--- src/design/allux_pkg.sv ---
// Shared types, constants and the control program of the ambient light lux block.
// No dependencies; imported by ambient_light_lux_autorange, allux_checker and tb.
`timescale 1ns / 1ps
`default_nettype none

package allux_pkg;

    localparam int LUX_FRAC_BITS_DEF = 8;

    // Port widths
    localparam int RAW_W      = 16;
    localparam int LUX_W      = 40;
    localparam int GAIN_W     = 2;
    localparam int TIME_W     = 3;
    localparam int CFG_IDX_W  = 3;
    localparam int CFG_DATA_W = 16;

    // Datapath widths
    localparam int A36_W      = 22;   // raw * 36
    localparam int Q_W        = 13;   // (raw * 36) / 625
    localparam int P_W        = 25;   // lux in Q.8
    localparam int T_W        = 61;   // polynomial temporaries
    localparam int MUL_A_W    = 40;
    localparam int MUL_HALF_W = 20;
    localparam int MUL_B_W    = 32;
    localparam int ACC_W      = 64;

    // Division by 625 as multiply by reciprocal; exact for dividends below 2^31
    localparam int               RECIP_SHIFT = 41;
    localparam logic [31:0]      RECIP_625   = 32'd3518437209;
    localparam logic [9:0]       DIV_625     = 10'd625;

    // High-lux correction coefficients
    localparam logic [23:0]      COEF4 = 24'd11092950;
    localparam logic [37:0]      COEF3 = 38'd173259199038;
    localparam logic [34:0]      COEF2 = 35'd22936832902;
    localparam logic [48:0]      COEF1 = 49'd282122369157091;

    // Gain codes
    localparam logic [GAIN_W-1:0] GAIN_EIGHTH  = 2'd0;
    localparam logic [GAIN_W-1:0] GAIN_QUARTER = 2'd1;
    localparam logic [GAIN_W-1:0] GAIN_X1      = 2'd2;
    localparam logic [GAIN_W-1:0] GAIN_X2      = 2'd3;

    // Integration time codes
    localparam logic [TIME_W-1:0] TIME_25MS  = 3'd0;
    localparam logic [TIME_W-1:0] TIME_50MS  = 3'd1;
    localparam logic [TIME_W-1:0] TIME_100MS = 3'd2;
    localparam logic [TIME_W-1:0] TIME_200MS = 3'd3;
    localparam logic [TIME_W-1:0] TIME_400MS = 3'd4;
    localparam logic [TIME_W-1:0] TIME_800MS = 3'd5;

    // Configuration register indexes
    localparam logic [CFG_IDX_W-1:0] CFG_VERY_BRIGHT = 3'd0;
    localparam logic [CFG_IDX_W-1:0] CFG_BRIGHT      = 3'd1;
    localparam logic [CFG_IDX_W-1:0] CFG_VERY_DARK   = 3'd2;
    localparam logic [CFG_IDX_W-1:0] CFG_DARK        = 3'd3;
    localparam logic [CFG_IDX_W-1:0] CFG_RANGE_EN    = 3'd4;

    localparam logic [15:0] VERY_BRIGHT_RST = 16'd60000;
    localparam logic [15:0] BRIGHT_RST      = 16'd30000;
    localparam logic [15:0] VERY_DARK_RST   = 16'd100;
    localparam logic [15:0] DARK_RST        = 16'd500;

    typedef enum logic {
        SEQ_IDLE,
        SEQ_RUN
    } seq_state_t;

    typedef enum logic [3:0] {
        OP_MUL_LO,    // acc = a[19:0] * b
        OP_MUL_HI,    // acc += (a[39:20] * b) << 20
        OP_QUOT,      // coarse quotient, high-lux flag
        OP_REM,       // remainder and coarse quotient scaled
        OP_LIN,       // linear lux = coarse + fine quotient
        OP_PSCALE,    // lux to Q.8
        OP_T1,
        OP_POS,
        OP_HB,
        OP_HC,
        OP_FIN_FIX,   // corrected lux to output
        OP_FIN_LIN    // linear lux to output
    } uop_t;

    typedef enum logic [2:0] {
        A_RAW36,
        A_X,
        A_C4,
        A_T,
        A_C3,
        A_HB8,
        A_HC24
    } asel_t;

    typedef enum logic {
        B_RECIP,
        B_P
    } bsel_t;

    typedef enum logic {
        JMP_NONE,
        JMP_LOW_LUX
    } jmp_t;

    localparam int STEP_W = 5;
    localparam logic [STEP_W-1:0] STEP_JMP     = 5'd6;
    localparam logic [STEP_W-1:0] STEP_FIX_OUT = 5'd22;
    localparam logic [STEP_W-1:0] STEP_LIN_OUT = 5'd23;
    localparam logic [STEP_W-1:0] LAST_STEP    = 5'd23;

    typedef struct packed {
        uop_t              op;
        asel_t             asel;
        bsel_t             bsel;
        jmp_t              jmp;
        logic [STEP_W-1:0] target;
        logic              done;
    } uword_t;

    function automatic logic [2:0] gain_shift(input logic [GAIN_W-1:0] g);
        logic [2:0] s;
        unique case (g)
            GAIN_EIGHTH:  s = 3'd0;
            GAIN_QUARTER: s = 3'd1;
            GAIN_X1:      s = 3'd3;
            GAIN_X2:      s = 3'd4;
            default:      s = 3'd3;
        endcase
        return s;
    endfunction

    function automatic uword_t uw(input uop_t op, input asel_t a, input bsel_t b);
        uword_t w;
        w.op     = op;
        w.asel   = a;
        w.bsel   = b;
        w.jmp    = JMP_NONE;
        w.target = '0;
        w.done   = 1'b0;
        return w;
    endfunction

    // Control program. Steps 0..6 form the linear conversion, 7..21 the
    // high-lux polynomial, 22/23 the two ways out.
    function automatic uword_t ucode(input logic [STEP_W-1:0] step);
        uword_t w;
        w = uw(OP_FIN_LIN, A_RAW36, B_RECIP);
        unique case (step)
            5'd0:  w = uw(OP_MUL_LO, A_RAW36, B_RECIP);
            5'd1:  w = uw(OP_MUL_HI, A_RAW36, B_RECIP);
            5'd2:  w = uw(OP_QUOT,   A_RAW36, B_RECIP);
            5'd3:  w = uw(OP_REM,    A_RAW36, B_RECIP);
            5'd4:  w = uw(OP_MUL_LO, A_X,     B_RECIP);
            5'd5:  w = uw(OP_MUL_HI, A_X,     B_RECIP);
            5'd6: begin
                w        = uw(OP_LIN, A_X, B_RECIP);
                w.jmp    = JMP_LOW_LUX;
                w.target = STEP_LIN_OUT;
            end
            5'd7:  w = uw(OP_PSCALE, A_RAW36, B_P);
            5'd8:  w = uw(OP_MUL_LO, A_C4,    B_P);
            5'd9:  w = uw(OP_MUL_HI, A_C4,    B_P);
            5'd10: w = uw(OP_T1,     A_C4,    B_P);
            5'd11: w = uw(OP_MUL_LO, A_T,     B_P);
            5'd12: w = uw(OP_MUL_HI, A_T,     B_P);
            5'd13: w = uw(OP_POS,    A_T,     B_P);
            5'd14: w = uw(OP_MUL_LO, A_C3,    B_P);
            5'd15: w = uw(OP_MUL_HI, A_C3,    B_P);
            5'd16: w = uw(OP_HB,     A_C3,    B_P);
            5'd17: w = uw(OP_MUL_LO, A_HB8,   B_P);
            5'd18: w = uw(OP_MUL_HI, A_HB8,   B_P);
            5'd19: w = uw(OP_HC,     A_HB8,   B_P);
            5'd20: w = uw(OP_MUL_LO, A_HC24,  B_P);
            5'd21: w = uw(OP_MUL_HI, A_HC24,  B_P);
            5'd22: begin
                w      = uw(OP_FIN_FIX, A_HC24, B_P);
                w.done = 1'b1;
            end
            5'd23: begin
                w      = uw(OP_FIN_LIN, A_RAW36, B_RECIP);
                w.done = 1'b1;
            end
            default: w.done = 1'b1;
        endcase
        return w;
    endfunction

endpackage

`default_nettype wire

--- src/design/ambient_light_lux_autorange.sv ---
// Ambient light lux conversion with automatic gain / integration-time ranging.
// Microcoded sequencer around one shared 20x32 multiplier; uses allux_pkg.
`timescale 1ns / 1ps
`default_nettype none

// One raw count in, one result out. The count is converted to lux (Q.F,
// F = LUX_FRAC_BITS) with the gain and integration time in effect, corrected
// by the high-lux polynomial above 1000 lux, and the settings for the next
// sample are picked from the count and the four limits. An item takes more
// program steps when the correction is needed than when it is not: every
// product goes through the single 20x32 multiplier in two halves, and the
// correction needs five products in sequence. One item is in work at a time;
// the next transfer is taken as soon as the result sits in the output
// register, even if the downstream side has not taken it yet. Configuration
// writes are taken every cycle and must only happen while the block is idle.
module ambient_light_lux_autorange
    import allux_pkg::*;
#(
    parameter int LUX_FRAC_BITS = LUX_FRAC_BITS_DEF
) (
    input  logic                  aclk,
    input  logic                  aresetn,

    input  logic                  cfg_valid,
    output logic                  cfg_ready,
    input  logic [CFG_IDX_W-1:0]  cfg_index,
    input  logic [CFG_DATA_W-1:0] cfg_data,

    input  logic                  s_valid,
    output logic                  s_ready,
    input  logic [RAW_W-1:0]      s_raw_count,

    output logic                  m_valid,
    input  logic                  m_ready,
    output logic [LUX_W-1:0]      m_lux_fixed,
    output logic [GAIN_W-1:0]     m_gain_used,
    output logic [TIME_W-1:0]     m_time_used,
    output logic [GAIN_W-1:0]     m_next_gain,
    output logic [TIME_W-1:0]     m_next_time,
    output logic                  m_settings_changed
);

    localparam int SH_MAX    = LUX_FRAC_BITS + 5;
    localparam int SH_W      = $clog2(SH_MAX + 1);
    localparam int NUM_W     = A36_W + SH_MAX;
    localparam int LIN_W     = 17 + LUX_FRAC_BITS;
    localparam int X_W       = 10 + SH_MAX;
    localparam int FIX_SHIFT = 32 - LUX_FRAC_BITS;
    localparam logic [NUM_W-1:0] HI_LIMIT = NUM_W'(64'd625000 << LUX_FRAC_BITS);

    // Control
    seq_state_t        state_reg, state_next;
    logic [STEP_W-1:0] step_reg, step_next;
    logic              out_valid_reg, out_valid_next;
    logic [GAIN_W-1:0] gain_idx_reg, gain_idx_next;
    logic [TIME_W-1:0] time_idx_reg, time_idx_next;
    logic [15:0]       very_bright_reg, bright_reg, very_dark_reg, dark_reg;
    logic              range_en_reg;

    // Datapath
    logic [RAW_W-1:0]  raw_reg, raw_next;
    logic [ACC_W-1:0]  acc_reg, acc_next;
    logic [Q_W-1:0]    q_reg, q_next;
    logic              hi_reg, hi_next;
    logic [X_W-1:0]    x_reg, x_next;
    logic [LIN_W-1:0]  l_reg, l_next;
    logic [P_W-1:0]    p_reg, p_next;
    logic [T_W-1:0]    t_reg, t_next;

    // Output register
    logic [LUX_W-1:0]  lux_out_reg, lux_out_next;
    logic [GAIN_W-1:0] gain_out_reg, gain_out_next, ngain_out_reg, ngain_out_next;
    logic [TIME_W-1:0] time_out_reg, time_out_next, ntime_out_reg, ntime_out_next;
    logic              chg_out_reg, chg_out_next;

    uword_t                      ctl;
    logic                        s_xfer, stall, step_en;
    logic [TIME_W-1:0]           teff;
    logic [SH_W-1:0]             shamt;
    logic [A36_W-1:0]            a36, q625;
    logic [9:0]                  rem10;
    logic [NUM_W-1:0]            num;
    logic [MUL_A_W-1:0]          mul_a;
    logic [MUL_B_W-1:0]          mul_b;
    logic [MUL_HALF_W-1:0]       a_half;
    logic [MUL_HALF_W+MUL_B_W-1:0] prod;
    logic [T_W-1:0]              neg;
    logic [ACC_W-1:0]            fix_val;
    logic [LUX_W-1:0]            fix_sat;
    logic [P_W-1:0]              p_scaled;
    logic [GAIN_W-1:0]           ng;
    logic [TIME_W-1:0]           nt;
    logic                        changed;

    assign ctl = ucode(step_reg);

    // ------------------------------------------------------------------
    // Sequencer
    // ------------------------------------------------------------------
    always_comb begin
        s_ready = (state_reg == SEQ_IDLE);
        s_xfer  = s_valid && s_ready;
        // Hold the last step while the previous result is still waiting
        stall   = (state_reg == SEQ_RUN) && ctl.done && out_valid_reg && !m_ready;
        step_en = (state_reg == SEQ_RUN) && !stall;
    end

    always_comb begin
        state_next = state_reg;
        unique case (state_reg)
            SEQ_IDLE: begin
                if (s_valid) begin
                    state_next = SEQ_RUN;
                end
            end
            SEQ_RUN: begin
                if (step_en && ctl.done) begin
                    state_next = SEQ_IDLE;
                end
            end
            default: state_next = SEQ_IDLE;
        endcase
    end

    always_comb begin
        step_next = step_reg;
        if (s_xfer) begin
            step_next = '0;
        end else if (step_en) begin
            if (ctl.jmp == JMP_LOW_LUX && !hi_reg) begin
                step_next = ctl.target;
            end else begin
                step_next = step_reg + STEP_W'(1);
            end
        end
    end

    // ------------------------------------------------------------------
    // Datapath
    // ------------------------------------------------------------------
    always_comb begin
        teff  = (time_idx_reg > TIME_800MS) ? TIME_100MS : time_idx_reg;
        shamt = SH_W'(SH_MAX) - SH_W'(teff) - SH_W'(gain_shift(gain_idx_reg));
        a36   = A36_W'({raw_reg, 5'b0}) + A36_W'({raw_reg, 2'b0});
        num   = NUM_W'(a36) << shamt;
        q625  = A36_W'(q_reg) * A36_W'(DIV_625);
        rem10 = 10'(a36 - q625);
    end

    always_comb begin
        unique case (ctl.asel)
            A_RAW36: mul_a = MUL_A_W'(a36);
            A_X:     mul_a = MUL_A_W'(x_reg);
            A_C4:    mul_a = MUL_A_W'(COEF4);
            A_T:     mul_a = t_reg[MUL_A_W-1:0];
            A_C3:    mul_a = MUL_A_W'(COEF3);
            A_HB8:   mul_a = MUL_A_W'(t_reg >> 8);
            A_HC24:  mul_a = MUL_A_W'(t_reg >> 24);
            default: mul_a = '0;
        endcase
        unique case (ctl.bsel)
            B_RECIP: mul_b = RECIP_625;
            B_P:     mul_b = MUL_B_W'(p_reg);
            default: mul_b = '0;
        endcase
        a_half = (ctl.op == OP_MUL_HI) ? mul_a[MUL_A_W-1:MUL_HALF_W]
                                       : mul_a[MUL_HALF_W-1:0];
        prod   = a_half * mul_b;
    end

    generate
        if (LUX_FRAC_BITS >= 8) begin : g_p_down
            assign p_scaled = P_W'(l_reg >> (LUX_FRAC_BITS - 8));
        end else begin : g_p_up
            assign p_scaled = P_W'({l_reg, {(8 - LUX_FRAC_BITS){1'b0}}});
        end
    endgenerate

    always_comb begin
        neg     = T_W'(acc_reg >> 24);
        fix_val = acc_reg >> FIX_SHIFT;
        fix_sat = (|fix_val[ACC_W-1:LUX_W]) ? '1 : fix_val[LUX_W-1:0];
    end

    // Next settings; limits are checked in order, first hit wins
    always_comb begin
        ng = gain_idx_reg;
        nt = time_idx_reg;
        if (range_en_reg) begin
            priority if (raw_reg > very_bright_reg) begin
                ng = GAIN_EIGHTH;
                nt = TIME_50MS;
            end else if (raw_reg > bright_reg) begin
                ng = GAIN_QUARTER;
                nt = TIME_100MS;
            end else if (raw_reg < very_dark_reg) begin
                ng = GAIN_X2;
                nt = TIME_800MS;
            end else if (raw_reg < dark_reg) begin
                ng = GAIN_X2;
                nt = TIME_400MS;
            end else begin
                ng = gain_idx_reg;
                nt = time_idx_reg;
            end
        end
        changed = (ng != gain_idx_reg) || (nt != time_idx_reg);
    end

    always_comb begin
        raw_next       = s_xfer ? s_raw_count : raw_reg;
        acc_next       = acc_reg;
        q_next         = q_reg;
        hi_next        = hi_reg;
        x_next         = x_reg;
        l_next         = l_reg;
        p_next         = p_reg;
        t_next         = t_reg;
        gain_idx_next  = gain_idx_reg;
        time_idx_next  = time_idx_reg;
        lux_out_next   = lux_out_reg;
        gain_out_next  = gain_out_reg;
        time_out_next  = time_out_reg;
        ngain_out_next = ngain_out_reg;
        ntime_out_next = ntime_out_reg;
        chg_out_next   = chg_out_reg;
        out_valid_next = out_valid_reg && !m_ready;

        if (step_en) begin
            unique case (ctl.op)
                OP_MUL_LO: acc_next = ACC_W'(prod);
                OP_MUL_HI: acc_next = acc_reg + (ACC_W'(prod) << MUL_HALF_W);
                OP_QUOT: begin
                    q_next  = acc_reg[RECIP_SHIFT +: Q_W];
                    hi_next = (num > HI_LIMIT);
                end
                OP_REM: begin
                    x_next = X_W'(rem10) << shamt;
                    l_next = LIN_W'(q_reg) << shamt;
                end
                OP_LIN:    l_next = l_reg + LIN_W'(acc_reg >> RECIP_SHIFT);
                OP_PSCALE: p_next = p_scaled;
                OP_T1:     t_next = T_W'(acc_reg >> 16);
                OP_POS:    t_next = T_W'(COEF2) + T_W'(acc_reg >> 16);
                OP_HB:     t_next = (t_reg > neg) ? (t_reg - neg) : '0;
                OP_HC:     t_next = T_W'(COEF1) + T_W'(acc_reg);
                OP_FIN_FIX, OP_FIN_LIN: begin
                    lux_out_next   = (ctl.op == OP_FIN_FIX) ? fix_sat : LUX_W'(l_reg);
                    gain_out_next  = gain_idx_reg;
                    time_out_next  = time_idx_reg;
                    ngain_out_next = ng;
                    ntime_out_next = nt;
                    chg_out_next   = changed;
                    gain_idx_next  = ng;
                    time_idx_next  = nt;
                    out_valid_next = 1'b1;
                end
                default: acc_next = acc_reg;
            endcase
        end
    end

    // ------------------------------------------------------------------
    // Registers
    // ------------------------------------------------------------------
    always_ff @(posedge aclk) begin
        if (!aresetn) begin
            state_reg     <= SEQ_IDLE;
            step_reg      <= '0;
            out_valid_reg <= 1'b0;
            gain_idx_reg  <= GAIN_X1;
            time_idx_reg  <= TIME_100MS;
            hi_reg        <= 1'b0;
        end else begin
            state_reg     <= state_next;
            step_reg      <= step_next;
            out_valid_reg <= out_valid_next;
            gain_idx_reg  <= gain_idx_next;
            time_idx_reg  <= time_idx_next;
            hi_reg        <= hi_next;
        end
    end

    always_ff @(posedge aclk) begin
        if (!aresetn) begin
            very_bright_reg <= VERY_BRIGHT_RST;
            bright_reg      <= BRIGHT_RST;
            very_dark_reg   <= VERY_DARK_RST;
            dark_reg        <= DARK_RST;
            range_en_reg    <= 1'b1;
        end else if (cfg_valid && cfg_ready) begin
            unique case (cfg_index)
                CFG_VERY_BRIGHT: very_bright_reg <= cfg_data;
                CFG_BRIGHT:      bright_reg      <= cfg_data;
                CFG_VERY_DARK:   very_dark_reg   <= cfg_data;
                CFG_DARK:        dark_reg        <= cfg_data;
                CFG_RANGE_EN:    range_en_reg    <= cfg_data[0];
                default: ;
            endcase
        end
    end

    always_ff @(posedge aclk) begin
        raw_reg       <= raw_next;
        acc_reg       <= acc_next;
        q_reg         <= q_next;
        x_reg         <= x_next;
        l_reg         <= l_next;
        p_reg         <= p_next;
        t_reg         <= t_next;
        lux_out_reg   <= lux_out_next;
        gain_out_reg  <= gain_out_next;
        time_out_reg  <= time_out_next;
        ngain_out_reg <= ngain_out_next;
        ntime_out_reg <= ntime_out_next;
        chg_out_reg   <= chg_out_next;
    end

    assign cfg_ready          = 1'b1;
    assign m_valid            = out_valid_reg;
    assign m_lux_fixed        = lux_out_reg;
    assign m_gain_used        = gain_out_reg;
    assign m_time_used        = time_out_reg;
    assign m_next_gain        = ngain_out_reg;
    assign m_next_time        = ntime_out_reg;
    assign m_settings_changed = chg_out_reg;

    // ------------------------------------------------------------------
    // Assertions
    // ------------------------------------------------------------------
    a_done_loads_out: assert property (@(posedge aclk) disable iff (!aresetn)
        (step_en && ctl.done) |=> m_valid)
        else $error("finished item did not reach the output register");

    a_changed_flag: assert property (@(posedge aclk) disable iff (!aresetn)
        m_valid |-> (m_settings_changed ==
                     ((m_next_gain != m_gain_used) || (m_next_time != m_time_used))))
        else $error("settings_changed disagrees with reported settings");

    a_step_bound: assert property (@(posedge aclk) disable iff (!aresetn)
        (state_reg == SEQ_RUN) |-> (step_reg <= LAST_STEP))
        else $error("step counter ran past the program");

    a_restart: assert property (@(posedge aclk) disable iff (!aresetn)
        s_xfer |=> ((state_reg == SEQ_RUN) && (step_reg == '0)))
        else $error("accepted item did not start the program");

    a_poly_only_high: assert property (@(posedge aclk) disable iff (!aresetn)
        ((state_reg == SEQ_RUN) && (step_reg > STEP_JMP) && (step_reg < STEP_LIN_OUT))
        |-> hi_reg)
        else $error("correction steps run for a low-lux sample");

    a_time_range: assert property (@(posedge aclk) disable iff (!aresetn)
        time_idx_reg <= TIME_800MS)
        else $error("integration time index out of range");

endmodule

`default_nettype wire

--- config.mk ---
export PLATFORM = sky130hd
export DESIGN_NAME = ambient_light_lux_autorange
export DESIGN_NICKNAME = d
export VERILOG_FILES = /design/src/design/allux_pkg.sv /design/src/design/ambient_light_lux_autorange.sv
export SDC_FILE = /design/constraint.sdc
export NUM_CORES = 2
export LEC_CHECK = 0
export ABC_AREA = 1
export BUFFER_PORTS_ARGS = -buffer_cell sky130_fd_sc_hd__buf_4
export CAP_MARGIN = 20
export CELL_PAD_IN_SITES_DETAIL_PLACEMENT = 1
export CELL_PAD_IN_SITES_GLOBAL_PLACEMENT = 2
export CORE_MARGIN = 3
export CORE_UTILIZATION = 36
export CTS_BUF_LIST = sky130_fd_sc_hd__clkbuf_4 sky130_fd_sc_hd__clkbuf_8
export DETAILED_ROUTE_END_ITERATION = 8
export PLACE_DENSITY = 0.91
export SLEW_MARGIN = 15
export SYNTH_ARGS = -nofsm -noshare
export SYNTH_HDL_FRONTEND = slang
export SYNTH_SLANG_ARGS = --single-unit
--- constraint.sdc ---
create_clock -name aclk -period 9.6 [get_ports aclk]
set_clock_uncertainty 0.15 [all_clocks]
set_input_delay 1.92 -clock aclk [delete_from_list [all_inputs] [get_ports aclk]]
set_output_delay 1.92 -clock aclk [all_outputs]
set_load 0.01 [all_outputs]
## Word-level counts from Yosys, hierarchy flattened

Index checks and enable logic that the tools add are counted.

| storage, ports and cells | value |
|---|---|
| register bits | 356 |

| cells by class | value |
|---|---|
| reduce and logical (&&, ||, !) cells | 35 |
| equality and inequality tests | 48 |
| shift operators | 3 |
| multipliers | 2 |
| muxes and demuxes | 28 |
| add/sub/neg operators | 10 |
| $lt $le $gt $ge | 7 |
| bitwise logic cells | 3 |

Operators by type and width:

| kind | number |
|---|---|
| case mux 14 bit (23 select lines) | 1 |
| case mux 40 bit (7 select lines) | 1 |
| case mux 61 bit (4 select lines) | 1 |
| case mux 64 bit (2 select lines) | 1 |
| adder 64 bit | 1 |
| case mux 32 bit (2 select lines) | 1 |
| adder 49 x 61 -> 61 bit (first input constant) | 1 |
| greater-than comparator 61 x 40 -> 1 bit | 1 |
| two-way mux 61 bit | 1 |
| subtractor 61 x 40 -> 61 bit | 1 |
| multiplier 20 x 32 -> 52 bit | 1 |
| case mux 25 bit (2 select lines) | 1 |
| adder 35 x 48 -> 49 bit (first input constant) | 1 |
| == test 5 x 4 -> 1 bit (second input constant) | 8 |
| == test 5 bit (second input constant) | 7 |
| greater-than comparator 35 x 28 -> 1 bit (second input constant) | 1 |
| << shifter 22 x 4 -> 35 bit | 1 |
| greater-than comparator 16 bit | 2 |
| < comparator 16 bit | 2 |
| adder 25 x 23 -> 25 bit | 1 |
| two-way mux 25 bit | 1 |
| << shifter 13 x 4 -> 25 bit | 1 |
| AND reduction 2 bit | 12 |
| << shifter 10 x 4 -> 23 bit | 1 |
| other kinds (40) | 86 |

## Logic depth before layout (Yosys ltp)

| depth | value |
|---|---|
| depth in word-level cells | 11 |
| mapped depth | 60 |
| depth with buffers taken out | 59 |

## Least setup slack after synthesis

OpenSTA, ideal clock, no wires.

| timing path | value |
|---|---|
| kind | register to register |
| start point | reg step_reg[0] |
| end point | reg acc_reg[63] (data pin) |
| required time | 9.184 ns |
| setup slack | -0.413 ns |
| data arrival time | 9.597 ns |
| library setup time | 0.266 ns |
| stages on the path, launching flop included | 50 |
| cells stage by stage | dfxtp_1 inv_1 ha_1 inv_2 nor2_1 inv_1 o21bai_1 nor3_4 inv_2 nor3_4 o2111ai_2 nand2_1 inv_2 nand3_4 inv_4 buf_2 o2111ai_1 buf_2 [... 14 more ...] nand2_1 nor2_1 inv_1 nor4_1 nand3_1 nand3_1 nand2_1 o211ai_1 xor2_1 ha_1 clkbuf_1 nand4_1 nor4_1 nand3_1 nand3_1 xor2_1 xnor2_1 nor2_1 |

| between the ends | value |
|---|---|
| longest elaborated chain between the ends | 8 |
| elaborated cells on any way between the ends | 40 |
| those cells by class | 1 x add/sub; 1 x mul; 29 x eq/ne; 5 x mux; 1 x bitwise; 3 x reduce/logical |

Ends and longest elaborated chain:

| item | line | source |
|---|---|---|
| from (decl) | ambient_light_lux_autorange.sv:53 | `logic [STEP_W-1:0] step_reg, step_next;` |
| from (signal assigned) | ambient_light_lux_autorange.sv:276 | `step_reg <= step_next;` |
| == test 5 bit (tied with other cells) | allux_pkg.sv:148 | `unique case (step)` |
| case mux 14 bit (23 select lines) * | allux_pkg.sv:148 |  |
| == test 3 bit (tied with other cells) | ambient_light_lux_autorange.sv:151 | `unique case (ctl.asel)` |
| case mux 40 bit (7 select lines) | ambient_light_lux_autorange.sv:151 |  |
| two-way mux 20 bit | ambient_light_lux_autorange.sv:166 | `a_half = (ctl.op == OP_MUL_HI) ? mul_a[MUL_A_W-1:MUL_HALF_W]` |
| multiplier 20 x 32 -> 52 bit | ambient_light_lux_autorange.sv:168 | `prod = a_half * mul_b;` |
| adder 64 bit | ambient_light_lux_autorange.sv:232 | `OP_MUL_HI: acc_next = acc_reg + (ACC_W'(prod) << MUL_HALF_W);` |
| case mux 64 bit (2 select lines) * | ambient_light_lux_autorange.sv:230 | `unique case (ctl.op)` |
| to (signal assigned) | ambient_light_lux_autorange.sv:305 | `acc_reg <= acc_next;` |
| to (decl) | ambient_light_lux_autorange.sv:62 | `logic [ACC_W-1:0] acc_reg, acc_next;` |

Mark *: on every way between the ends. The rest lies on a longest branch, timed or not. The select of a mux whose other input is x is not followed.
A chain may end at the register's enable or synchronous reset.

## Worst setup path in the final report

| timing path | value |
|---|---|
| start point | reg step_reg[1] |
| end point | reg acc_reg[63] (data pin) |

Same word-level chain as after synthesis.

==> run_results.csv <==
group,metric,value,unit
floorplanning,initial_utilization,0.365,
grt,grt_pass1_vias,55500,
sta,rsz0062_at_grt,"true",
finish,largest_reg_flops,64,
critical_path,criticalPathCategory,"flop to flop",
synth,synth_seq_cells,356,
sta,max_slew_margin,0.250,
finish,layout-drive-gt1-share,0.202,
critical_path,startpoint_type,"flop",
clocking,htreeDepth,3,
grt,grt_pass1_wl,350000,µm
finish,layout-area-overhead-vs-synth,27.2,%
floorplanning,dieArea,141000,µm²
routing,wire_per_inst,25.5,µm
grt,antenna_found_initial,12,
outcome,status,"finished, violations left",
critical_path,crit_top_cell,"buf_4",
finish,final_common_cell,"nand2_1",
critical_path,r2r_start,"step_reg[1]",
place,place.gp.congestion,1.03,
finish,layout_common_cells,"nand2_1 (1192), inv_1 (1186), buf_4 (911)",
critical_path,critPathCaptureType,"flop",
sta,setup_violations,31,
critical_path,cp.arrival,10910,ps
worst_hold_path,min_path_type,"flop to flop",
routing,drc,0,
routing,drt_iter0_markers,3841,
critical_path,crit_fanout,8,
sta,min_period_over_period,1.10,
sta,hold_violations,0,
routing,via_count,51500,
worst_hold_path,hold_start,"very_dark_reg[7]",
synth,synthesis.area,49100,µm²
routing,ant_nets,0,
critical_path,worst_path_max_delay_cell,"fa_1",
sta,fin_ws,-956,ps
floorplanning,placementRows,134,
sta,drv_slew,0,
finish,final-seq-area,9920,µm²
sta,max_freq,94.7,MHz
place,portBuffers,92,
flow_run,maxCapViolCount,0,
clocking,numCtsBuffers,71,
synth,postSynthCellCount,6623,
critical_path,crit_buf_inv,22,
finish,instances_no_fill,9313,
synth,yosysUniqueCellTypes,59,
clocking,clock_sinks,356,
grt,grt-ovfl-total,0,
finish,final_util,0.464,
grt,track_usage,0.333,
synth,syn-num-nets,7563,
finish,multi_input_area,35700,µm²
clocking,clock_path_buffers,3,
synth,synth_edf_count,278,
place,dp_hpwl,194000,µm
floorplanning,core,134000,µm²
sta,finalCriticalPeriod,10560,ps
synth,avgSynthCellArea,7.41,µm²
critical_path,path_delay_family,"adder cells",
critical_path,crit_required,9950,ps
clocking,ctsRootBufferMaster,"clkbuf_8",
clocking,path_clk_slew,60,ps
critical_path,critPathLaunch,"step_reg[1]",
floorplanning,io_pins,94,
critical_path,cpPeakStageDelay,600,ps
synth,async_flop_share,0,
grt,grt_max_degree,66,
outcome,violations,"negative setup slack",
floorplanning,die_h,375,µm
sta,fin_tns_setup,-18740,ps
routing,routed_wl,238000,µm
synth,ys_warn_count,0,
clocking,cts_tree,"built",
routing,firstDrtPassIters,6,
sta,tightest_slew,1110,ps
routing,vias_per_cell,5.53,
synth,ys.flop_type,"edfxtp_1",
finish,fill_cells,16700,
place,numPlacedInstances,9085,
finish,final_nets,8420,
clocking,clk_latency,780,ps
clocking,cts_hold_buf,0,
synth,yosysSeqAreaShare,0.202,
floorplanning,die_w,375,µm
cell usage after synthesis (78+ instances only):
| cell | number | area [µm²] |
|---|---|---|
| nand3_1 | 358 | 1790 |
| xor2_1 | 127 | 1110 |
| edfxtp_1 | 278 | 8350 |
| o21ai_0 | 414 | 2070 |
| clkbuf_1 | 137 | 514 |
| nand2_1 | 1249 | 4690 |
| dfxtp_1 | 78 | 1560 |
| a21oi_1 | 456 | 2280 |
| nor2_1 | 722 | 2710 |
| ha_1 | 430 | 5380 |
| nor3_1 | 79 | 395 |
| fa_1 | 470 | 9410 |
| inv_1 | 1229 | 4610 |
logic make-up after synthesis:
group	Yosys count	synth area share
AO/OA/AOI/OAI	1166	0.134
flip-flops	356	0.202
multiplexers	10	0.00204
XOR/XNOR	192	0.0343
AND/OR/NAND/NOR	2528	0.212
other	1	0.0000764
buffers and inverters	1470	0.114
adder cells (fa/ha/maj)	900	0.301
path summary, 6_finish.rpt:
kind,end,slack (ps),depth (start not counted)
max,acc_reg[63],-960,53
min reg2reg,very_dark_reg[7],310,2
min,very_dark_reg[7],310,2
max reg2reg,acc_reg[63],-960,53
area by class of cell:
type / count / share of cell area
multi-input combinational: 4797 / 0.572
sequential: 356 / 0.159
timing repair buffer: 988 / 0.132
inverter: 1266 / 0.0769
tap: 1768 / 0.0355
clock buffer: 95 / 0.0191
clock inverter: 35 / 0.00558
antenna: 8 / 0.000321
stage by stage:
step / worst slack [ps] / area (µm²) / hold WS [ps]
after floorplan: -36.1 / 49500 / 274
after global placement: -1370 / 58200 / 292
after detailed placement: -1620 / 58200 / 306
after CTS: -698 / 62000 / 316
after global routing: -1390 / 62400 / 330
final: -956 / 62400 / 313
tightest hold or removal path: stages (launching register included):
cell and delay, ps:
dfxtp_1 290, inv_1 60, a21oi_1 60
per-layer routing:
metal / part of all wire / vias up / routed length [µm] / global-route usage
met5: 0.00047 / - / 112 / 0
met3: 0.062 / 735 / 14800 / 0.0552
met4: 0.086 / 16 / 20400 / 0.242
met2: 0.47 / 1881 / 112000 / 0.562
met1: 0.38 / 25700 / 90400 / 0.382
li1: - / 23100 / - / -
timing repair:
item / CTS / global route
endpoints found under the setup margin: 37 / 35
pin swaps: 162 / 28
gates cloned: 3 / 0
gates resized for setup: 367 / 54
setup buffers: 74 / 15
Power is not shown: default switching activity piles up to over one toggle a cycle in this logic, so the estimate is an artifact.
